==> config.mk <==
export PLATFORM = sky130hd
export DESIGN_NAME = framed_packet_receiver
export DESIGN_NICKNAME = d
export VERILOG_FILES = /design/src/sv/frx_pkg.sv /design/src/sv/frx_cfg.sv /design/src/sv/frx_front.sv /design/src/sv/frx_back.sv /design/src/sv/framed_packet_receiver.sv
export SDC_FILE = /design/constraint.sdc
export NUM_CORES = 1
export LEC_CHECK = 0
export BUFFER_PORTS_ARGS = -buffer_cell sky130_fd_sc_hd__buf_2
export CORE_MARGIN = 2
export CORE_UTILIZATION = 50
export CTS_BUF_LIST = sky130_fd_sc_hd__clkbuf_4
export CTS_CLUSTER_DIAMETER = 50
export DETAILED_ROUTE_END_ITERATION = 7
export PLACE_DENSITY = 0.7
export RECOVER_POWER = 50
export SYNTH_ARGS = -nofsm -noshare
export SYNTH_HDL_FRONTEND = slang
export SYNTH_SLANG_ARGS = --single-unit
export TNS_END_PERCENT = 1
==> constraint.sdc <==
create_clock -name clk_i -period 4.7 [get_ports clk_i]
set_input_delay 0.235 -clock clk_i [delete_from_list [all_inputs] [get_ports clk_i]]
set_output_delay 0.235 -clock clk_i [all_outputs]
set_load 0.01 [all_outputs]
==> src/sv/frx_pkg.sv <==
// Shared types and constants of the framed packet receiver.
// Used by frx_cfg, frx_front, frx_back and framed_packet_receiver; no dependencies.
package frx_pkg;

  localparam int unsigned LenBits     = 20;
  localparam int unsigned LenWordBits = 32;
  localparam int unsigned CfgAddrBits = 4;
  localparam int unsigned CfgDataBits = 32;

  localparam logic [7:0]  StartByte    = 8'h7E;
  localparam logic [7:0]  ZeroByte     = 8'h00;
  localparam logic [15:0] CrcPoly      = 16'h1021;
  localparam logic [15:0] CrcTop       = 16'h8000;
  localparam logic [7:0]  RetryDefault = 8'd14;
  localparam logic [LenBits-1:0] MaxLenDefault = {LenBits{1'b1}};

  // Register indexes on the configuration port.
  localparam logic [1:0] RegExpResp  = 2'd0;
  localparam logic [1:0] RegMaxLen   = 2'd1;
  localparam logic [1:0] RegExactLen = 2'd2;
  localparam logic [1:0] RegRetries  = 2'd3;

  typedef enum logic [2:0] {
    StBusy    = 3'd0,
    StOk      = 3'd1,
    StTimeout = 3'd2,
    StType    = 3'd3,
    StLength  = 3'd4,
    StCmd     = 3'd5,
    StCrc     = 3'd6
  } status_e;

  typedef struct packed {
    logic       cmd;
    logic [7:0] rx_byte;
  } frx_in_t;

  typedef struct packed {
    logic               payload_valid;
    logic [7:0]         payload_byte;
    logic               frame_done;
    status_e            frame_status;
    logic [LenBits-1:0] frame_length;
  } frx_out_t;

  // Classified word handed from the front part to the back part.
  typedef struct packed {
    logic       is_tick;
    logic       is_start;
    logic [7:0] data;
  } frx_word_t;

  typedef struct packed {
    logic [7:0]         expected_response;
    logic [LenBits-1:0] max_length;
    logic               exact_length;
    logic [7:0]         max_retries;
  } frx_cfg_t;

endpackage

==> src/sv/frx_cfg.sv <==
// Configuration registers of the framed packet receiver behind an APB-style port.
// Depends on frx_pkg.
module frx_cfg (
  input  logic                              clk_i,
  input  logic                              rst_ni,
  input  logic                              psel,
  input  logic                              penable,
  input  logic                              pwrite,
  input  logic [frx_pkg::CfgAddrBits-1:0]   paddr,
  input  logic [frx_pkg::CfgDataBits-1:0]   pwdata,
  output logic [frx_pkg::CfgDataBits-1:0]   prdata,
  output logic                              pready,
  output frx_pkg::frx_cfg_t                 cfg_o
);
  import frx_pkg::*;

  frx_cfg_t   cfg_q;
  logic       wr_en;
  logic [1:0] reg_idx;

  assign pready  = 1'b1;
  assign wr_en   = psel & penable & pwrite;
  assign reg_idx = paddr[CfgAddrBits-1:2];
  assign cfg_o   = cfg_q;

  always_ff @(posedge clk_i or negedge rst_ni) begin
    if (!rst_ni) begin
      cfg_q.expected_response <= 8'd0;
      cfg_q.max_length        <= MaxLenDefault;
      cfg_q.exact_length      <= 1'b0;
      cfg_q.max_retries       <= RetryDefault;
    end else if (wr_en) begin
      unique case (reg_idx)
        RegExpResp:  cfg_q.expected_response <= pwdata[7:0];
        RegMaxLen:   cfg_q.max_length        <= pwdata[LenBits-1:0];
        RegExactLen: cfg_q.exact_length      <= pwdata[0];
        RegRetries:  cfg_q.max_retries       <= pwdata[7:0];
        default: ;
      endcase
    end
  end

  always_comb begin
    prdata = '0;
    unique case (reg_idx)
      RegExpResp:  prdata[7:0]         = cfg_q.expected_response;
      RegMaxLen:   prdata[LenBits-1:0] = cfg_q.max_length;
      RegExactLen: prdata[0]           = cfg_q.exact_length;
      RegRetries:  prdata[7:0]         = cfg_q.max_retries;
      default:     prdata = '0;
    endcase
  end

endmodule

==> src/sv/frx_front.sv <==
// Front part: accepts link words, classifies them and holds them in a two-entry queue.
// Depends on frx_pkg.
module frx_front (
  input  logic                clk_i,
  input  logic                rst_ni,
  input  logic                push,
  output logic                full,
  input  frx_pkg::frx_in_t    item_i,
  output logic                word_valid_o,
  input  logic                word_ready_i,
  output frx_pkg::frx_word_t  word_o
);
  import frx_pkg::*;

  frx_word_t  mem_q [2];
  logic       wr_ptr_q, rd_ptr_q;
  logic [1:0] cnt_q;
  logic       wr_en, rd_en;
  frx_word_t  cls;

  assign full         = (cnt_q == 2'd2);
  assign word_valid_o = (cnt_q != 2'd0);
  assign word_o       = mem_q[rd_ptr_q];
  assign wr_en        = push & ~full;
  assign rd_en        = word_valid_o & word_ready_i;

  always_comb begin
    cls.is_tick  = item_i.cmd;
    cls.is_start = ~item_i.cmd && (item_i.rx_byte == StartByte);
    cls.data     = item_i.rx_byte;
  end

  always_ff @(posedge clk_i) begin
    if (wr_en) begin
      mem_q[wr_ptr_q] <= cls;
    end
  end

  always_ff @(posedge clk_i or negedge rst_ni) begin
    if (!rst_ni) begin
      wr_ptr_q <= 1'b0;
      rd_ptr_q <= 1'b0;
      cnt_q    <= 2'd0;
    end else begin
      if (wr_en) begin
        wr_ptr_q <= ~wr_ptr_q;
      end
      if (rd_en) begin
        rd_ptr_q <= ~rd_ptr_q;
      end
      cnt_q <= cnt_q + {1'b0, wr_en} - {1'b0, rd_en};
    end
  end

  // The queue never holds more than two words.
  a_cnt_bound: assert property (@(posedge clk_i) disable iff (!rst_ni) cnt_q != 2'd3)
    else $error("front queue count out of range");

endmodule

==> src/sv/frx_back.sv <==
// Back part: frame parser state machine with checksum and a one-word result register.
// Depends on frx_pkg.
module frx_back (
  input  logic                clk_i,
  input  logic                rst_ni,
  input  frx_pkg::frx_cfg_t   cfg_i,
  input  logic                word_valid_i,
  output logic                word_ready_o,
  input  frx_pkg::frx_word_t  word_i,
  output logic                empty,
  input  logic                pop,
  output frx_pkg::frx_out_t   result_o
);
  import frx_pkg::*;

  typedef enum logic [1:0] {
    PhHunt,
    PhHeader,
    PhPayload,
    PhTrailer
  } phase_e;

  function automatic logic [15:0] crc_byte(input logic [15:0] crc, input logic [7:0] b);
    logic [15:0] c;
    c = crc ^ {b, 8'h00};
    if ((c & CrcTop) != 16'h0000) begin
      return {c[14:0], 1'b0} ^ CrcPoly;
    end
    return {c[14:0], 1'b0};
  endfunction

  phase_e                 phase_q, phase_d;
  logic [2:0]             idx_q, idx_d;
  logic [7:0]             retry_q, retry_d;
  logic [LenWordBits-1:0] len_q, len_d;
  logic [LenBits-1:0]     left_q, left_d;
  logic [15:0]            crc_q, crc_d;
  logic [15:0]            rcrc_q, rcrc_d;
  logic                   tok_q, tok_d;
  logic                   tbad_q, tbad_d;
  logic                   out_valid_q, out_valid_d;
  frx_out_t               out_q, out_d;
  frx_out_t               res;
  logic                   take, fin;
  status_e                fin_st;
  logic [7:0]             b;
  logic [LenWordBits-1:0] max_len_w;
  logic [LenBits-1:0]     left_dec;

  assign word_ready_o = ~out_valid_q | pop;
  assign take         = word_valid_i & word_ready_o;
  assign empty        = ~out_valid_q;
  assign result_o     = out_q;
  assign b            = word_i.data;
  assign max_len_w    = {{(LenWordBits-LenBits){1'b0}}, cfg_i.max_length};
  assign left_dec     = left_q - {{(LenBits-1){1'b0}}, 1'b1};

  always_comb begin
    phase_d = phase_q;
    idx_d   = idx_q;
    retry_d = retry_q;
    len_d   = len_q;
    left_d  = left_q;
    crc_d   = crc_q;
    rcrc_d  = rcrc_q;
    tok_d   = tok_q;
    tbad_d  = tbad_q;
    fin     = 1'b0;
    fin_st  = StBusy;
    res     = '0;
    res.frame_status = StBusy;

    if (take) begin
      if (phase_q == PhHunt) begin
        if (word_i.is_tick) begin
          if (retry_q >= cfg_i.max_retries) begin
            retry_d = 8'd0;
            fin     = 1'b1;
            fin_st  = StTimeout;
          end else begin
            retry_d = retry_q + 8'd1;
          end
        end else if (word_i.is_start) begin
          retry_d = 8'd0;
          phase_d = PhHeader;
          idx_d   = 3'd1;
          len_d   = '0;
          left_d  = '0;
          crc_d   = 16'h0000;
          rcrc_d  = 16'h0000;
          tok_d   = 1'b1;
          tbad_d  = 1'b0;
        end else begin
          retry_d = 8'd0;
        end
      end else if (word_i.is_tick) begin
        // Any timeout once a frame has started aborts it.
        fin    = 1'b1;
        fin_st = StTimeout;
      end else begin
        unique case (phase_q)
          PhHeader: begin
            crc_d = crc_byte(crc_q, b);
            idx_d = idx_q + 3'd1;
            case (idx_q)
              3'd1: tbad_d = (b != ZeroByte);
              3'd2: len_d[7:0]   = b;
              3'd3: len_d[15:8]  = b;
              3'd4: len_d[23:16] = b;
              3'd5: len_d[31:24] = b;
              default: begin
                if (tbad_q) begin
                  fin = 1'b1; fin_st = StType;
                end else if (len_q > max_len_w) begin
                  fin = 1'b1; fin_st = StLength;
                end else if (b != cfg_i.expected_response) begin
                  fin = 1'b1; fin_st = StCmd;
                end else begin
                  left_d  = len_q[LenBits-1:0];
                  idx_d   = 3'd0;
                  phase_d = (len_q[LenBits-1:0] != '0) ? PhPayload : PhTrailer;
                end
              end
            endcase
          end
          PhPayload: begin
            crc_d             = crc_byte(crc_q, b);
            res.payload_valid = 1'b1;
            res.payload_byte  = b;
            left_d            = left_dec;
            if (left_dec == '0) begin
              idx_d   = 3'd0;
              phase_d = PhTrailer;
            end
          end
          PhTrailer: begin
            idx_d = idx_q + 3'd1;
            case (idx_q)
              3'd0: rcrc_d = {b, 8'h00};
              3'd1: rcrc_d = {rcrc_q[15:8], b};
              3'd2: tok_d  = tok_q & (b == ZeroByte);
              default: begin
                if ((rcrc_q != crc_q) || !tok_q || (b != ZeroByte)) begin
                  fin = 1'b1; fin_st = StCrc;
                end else if (cfg_i.exact_length && (len_q != max_len_w)) begin
                  fin = 1'b1; fin_st = StLength;
                end else begin
                  fin = 1'b1; fin_st = StOk;
                end
              end
            endcase
          end
          default: ;
        endcase
      end

      if (fin) begin
        res.frame_done   = 1'b1;
        res.frame_status = fin_st;
        res.frame_length = (fin_st == StOk) ? len_q[LenBits-1:0] : '0;
        phase_d = PhHunt;
        idx_d   = 3'd0;
        len_d   = '0;
        left_d  = '0;
        crc_d   = 16'h0000;
        rcrc_d  = 16'h0000;
        tok_d   = 1'b1;
        tbad_d  = 1'b0;
      end
    end

    out_d       = take ? res : out_q;
    out_valid_d = take | (out_valid_q & ~pop);
  end

  always_ff @(posedge clk_i or negedge rst_ni) begin
    if (!rst_ni) begin
      phase_q     <= PhHunt;
      idx_q       <= 3'd0;
      retry_q     <= 8'd0;
      len_q       <= '0;
      left_q      <= '0;
      crc_q       <= 16'h0000;
      rcrc_q      <= 16'h0000;
      tok_q       <= 1'b1;
      tbad_q      <= 1'b0;
      out_valid_q <= 1'b0;
      out_q       <= '0;
    end else begin
      phase_q     <= phase_d;
      idx_q       <= idx_d;
      retry_q     <= retry_d;
      len_q       <= len_d;
      left_q      <= left_d;
      crc_q       <= crc_d;
      rcrc_q      <= rcrc_d;
      tok_q       <= tok_d;
      tbad_q      <= tbad_d;
      out_valid_q <= out_valid_d;
      out_q       <= out_d;
    end
  end

  // A payload word and a frame end never share one result.
  a_done_xor_payload: assert property (@(posedge clk_i) disable iff (!rst_ni)
      out_valid_q |-> !(out_q.payload_valid && out_q.frame_done))
    else $error("payload and frame end in the same result");

  // A finished frame always carries a final status, and a length only when it is good.
  a_done_status: assert property (@(posedge clk_i) disable iff (!rst_ni)
      (out_valid_q && out_q.frame_done) |->
      (out_q.frame_status != StBusy) &&
      (out_q.frame_status == StOk || out_q.frame_length == '0))
    else $error("bad status on finished frame");

  // In the payload phase there is always at least one byte left to stream.
  a_payload_left: assert property (@(posedge clk_i) disable iff (!rst_ni)
      (phase_q == PhPayload) |-> (left_q != '0))
    else $error("payload phase with nothing left");

  // Hunting always restarts from a clean checksum.
  a_hunt_clean: assert property (@(posedge clk_i) disable iff (!rst_ni)
      (phase_q == PhHunt) |-> (crc_q == 16'h0000 && len_q == '0))
    else $error("frame state not cleared while hunting");

endmodule

==> src/sv/framed_packet_receiver.sv <==
// Top level of the framed packet receiver: link word queue, frame parser, registers.
// Depends on frx_pkg, frx_cfg, frx_front and frx_back.
//
// Usage:
//   Link words enter on push/full/item_i: each word is a received byte (cmd 0)
//   or a receive timeout tick (cmd 1). Every accepted word yields exactly one
//   result word on empty/pop/result_o, in order: a payload byte, a frame end
//   with its status and length, or an idle word otherwise.
//   A frame is start byte 0x7E, six header bytes (type, little-endian length,
//   command), the payload and a four-byte trailer with a big-endian checksum.
//   A word accepted on push is stored in the queue and then taken into the result
//   register, which drives the result ports. While results are popped, throughput
//   is one word per cycle; the parser state machine handles one word per cycle and
//   a two-entry queue sits in front of it.
//   When the receiver stops popping, the result register holds, the queue
//   fills, and full rises after two more words; nothing is lost.
//   Reset clears the queue, the result register and the frame state, and
//   loads the register defaults (maximum length all ones, 14 retries).
//   Write registers (APB-style port) only with no word in flight; nothing checks it.
module framed_packet_receiver (
  input  logic                              clk_i,
  input  logic                              rst_ni,
  input  logic                              push,
  output logic                              full,
  input  frx_pkg::frx_in_t                  item_i,
  output logic                              empty,
  input  logic                              pop,
  output frx_pkg::frx_out_t                 result_o,
  input  logic                              psel,
  input  logic                              penable,
  input  logic                              pwrite,
  input  logic [frx_pkg::CfgAddrBits-1:0]   paddr,
  input  logic [frx_pkg::CfgDataBits-1:0]   pwdata,
  output logic [frx_pkg::CfgDataBits-1:0]   prdata,
  output logic                              pready
);
  import frx_pkg::*;

  frx_cfg_t  cfg;
  frx_word_t word;
  logic      word_valid;
  logic      word_ready;

  frx_cfg u_cfg (
    .clk_i   (clk_i),
    .rst_ni  (rst_ni),
    .psel    (psel),
    .penable (penable),
    .pwrite  (pwrite),
    .paddr   (paddr),
    .pwdata  (pwdata),
    .prdata  (prdata),
    .pready  (pready),
    .cfg_o   (cfg)
  );

  frx_front u_front (
    .clk_i        (clk_i),
    .rst_ni       (rst_ni),
    .push         (push),
    .full         (full),
    .item_i       (item_i),
    .word_valid_o (word_valid),
    .word_ready_i (word_ready),
    .word_o       (word)
  );

  frx_back u_back (
    .clk_i        (clk_i),
    .rst_ni       (rst_ni),
    .cfg_i        (cfg),
    .word_valid_i (word_valid),
    .word_ready_o (word_ready),
    .word_i       (word),
    .empty        (empty),
    .pop          (pop),
    .result_o     (result_o)
  );

endmodule
==> impl_results.md <==
* Combinational power share at 51.8%
* Seq/Total Area, Yosys at 48.40%
* Top-level port count at 120
* Vias in the first global route at 7,571
* Pwr/cell area at 679.8 nW/um^2
* Async set-reset flop share out of synthesis at 89.69%
* Die height at 147.5 um
* Hpwl dp at 17.64 mm
* Top FF cell, synth: dfrtp_1
* M3 GR Usage at 4.290%
* TritonCTS Buffers at 17
* Global-route wire length before repair at 40.98 mm
* Pint at 4247 uW
* Yosys warnings at 0
* Rows at 52
* Endpoints failing setup at 0
* M1 GR Usage at 34.28%
* Tot GR Track Use at 23.88%
* IO Port Bufs at 92
* Initial Utilization at 50.90%
* CP Launch Type: flop
* NumNets Final at 1,212
* EDFF count, synth at 20
* Setup Skew at 0.03546 ns
* Area grow syn2layout at 12.27%
* Share of cells above drive strength 1 at 15.83%
* Core Box Area at 20,230 um^2
* Fill count at 1,770
* Tmin final at 3.925 ns
* Hold Fails Final Rpt at 0
* Yosys top cell area share at 36.44%
* Avg Inst Size Synth at 10.25 um^2
* Max Slew Vio Count at 144
* Max Cap Viol at 2
* Synth Cell Area at 10,300 um^2
* Sw frac at 45.97%
* Leak at 0.005204 uW
* TritonRoute pass-1 iters at 5
* DRC viols at 0
* Gpl congestion at 0.9358
* Synthesized instance count at 1,005
* Gr busiest metal: met2
* Num Clock Sinks at 194
* Max Root-Sink Buffers at 2
* Setup bufs post-CTS at 0
* Worst VDD drop at 397.7 uV
* Final wirelength at 25.37 mm
* PostCTS Resize Cnt at 0
* Worst-path fanout max at 39
* Iteration-0 DRC Markers at 664
* Psw at 3614 uW
* Die W at 147.5 um
* Largest net degree at the start of global routing at 104
* CP endpoint kind: flop
* Overflow after GRT at 0
* Fmax at 254.8 MHz
* Slew margin rel. at -70.54%
* CTS tree: built
* Synth unique cells at 75
* Final Cycle Share at 83.51%
* Final core occ at 57.15%
* H-tree lvl count at 4
* WS Path Type: flop to flop
* Sequential share of power at 35.3%
* Total Die Area at 21,760 um^2
* RSZ-0062 raised after global routing: no
* Status: finished with violations
* Area of the multi-input gates at 4880 um^2
* CTS Hold Bufs at 32
* Failing checks: max-capacitance violations, max-slew violations
* Ranking of synthesized cells by area: dfrtp_1, dfstp_2, edfxtp_1, ha_1, nand2_1
* Global Route met2 Usage at 36.67%
* Routed WL per cell at 18.10 um
* Worst skew pair latency at 0.60 ns
* Via density at 5.721
* CP arrival at 4.41 ns
* Via count at 8,021
* Clock power share at 12.9%
* Required time worst endpoint at 5.19 ns
* Setup TNS at 0 ns
* Storage element area at 4985 um^2
* Count leader, synth: dfrtp_1
* CTS root buf: clkbuf_4
* Initial antenna violation count at 1
* Hold Path Class: input pin to flop
* Worst Max-Slew Pin Slew at 2.558 ns
* Post-synth top area cell: dfrtp_1
* Synth Register Bits at 194
* Post-route ant nets at 0
* Top post-synthesis cells by count: dfrtp_1, nand2_1, o21ai_0, inv_1, ha_1
* Clk slew on worst S/H paths at 0.15 ns
==> registers in the layout, indices dropped and copies added, names as in the netlist, 3 cells and up <==
signal,cells
u_back.retry_q,8
u_cfg.cfg_o,37
u_back.rcrc_q,16
u_back.result_o,33
u_back.len_q,32
u_back.idx_q,3
u_front.mem_q,20
u_back.left_q,20
u_back.crc_q,16
==> final timing paths <==
kind	start	end	slack (ns)	depth (start not counted)
worst max-delay path	u_front.rd_ptr_q	u_back.len_q[5]	0.77	9
max in group asynchronous	rst_ni	u_front.wr_ptr_q	1.78	3
min in group asynchronous	rst_ni	u_cfg.cfg_o[6]	0.96	2
worst min-delay path	paddr[3]	u_cfg.cfg_o[8]	0.12	3
worst min register to register	u_back.len_q[28]	u_back.len_q[28]	0.51	1
worst max register to register	u_front.rd_ptr_q	u_back.len_q[5]	0.77	9
==> power by group through the flow <==
stage	logic [uW]	registers [uW]	clock network, uW
floorplan	3150	2570	0
global placement	3940	2790	0
detailed placement	4000	2800	0
CTS	4050	2770	1030
global route	4530	2840	1100
finish	4070	2770	1020
==> kinds of logic after synthesis <==
logic type / synth area share, %
buffers and inverters: 4.823
AOI/OAI and AO/OA: 15.65
adders and majority gates: 5.102
DFF: 48.40
and+or+nand+nor: 14.47
muxes: 7.835
other: 0.07291
xor gates and xnor gates: 3.656
==> layer usage <==
layer  vias up  share of wire [%]
met3        37                5.1
li1       3808                  -
met5         -                  0
met1      3932                 47
met4         0                2.5
met2       244                 46
==> layout make-up <==
cell class | instances | area share, %
repair buffers | 140 | 7.228
diodes | 1 | 0.02164
clock inverters | 14 | 1.601
flip-flops and latches | 194 | 43.11
multi-input cells | 711 | 42.20
inverters | 54 | 1.753
clock buffers | 18 | 1.169
well taps | 270 | 2.921
==> placed cells by master, fill, tap and decap left out, types with 16 or more instances in the layout <==
cell type / n
a21oi_1: 26
a22o_1: 22
buf_2: 47
clkbuf_1: 46
clkbuf_4: 18
dfrtp_1: 150
dfstp_2: 20
dlygate4sd3_1: 32
edfxtp_1: 20
ha_1: 42
inv_1: 53
mux2_2: 38
mux2i_1: 17
nand2_1: 131
nand3_1: 20
nor2_1: 40
nor3_1: 18
nor4_1: 20
o21ai_0: 86
o22ai_1: 16
o31ai_1: 18
xnor2_1: 30
==> per-stage QoR <==
step | instance area (um^2) | setup slack, ns | instances | hold slack, ns | power [uW]
2_1_floorplan | 10340 | 1.740 | 1016 | -0.06059 | 5718
3_5_place_dp | 11000 | 0.8118 | 1337 | 0.4240 | 6805
6_report | 11560 | 0.7748 | 1402 | 0.1174 | 7861
5_1_grt | 11560 | 0.4882 | 1402 | 0.1001 | 8460
3_3_place_gp | 11000 | 0.8866 | 1337 | 0.4235 | 6730
4_1_cts | 11640 | 0.8070 | 1401 | 0.08105 | 7850
==> worst max-delay path, stage by stage (launching register included) <==
cell and delay [ns]:
dfrtp_1 0.94, mux2i_2 0.29, buf_4 0.23, xnor2_1 0.10
nor4_2 0.32, nand2_1 0.19, o32ai_2 0.48, o21bai_4 0.43
o21ai_4 0.44, mux2_2 0.38
(Power assumes the default switching activity.)
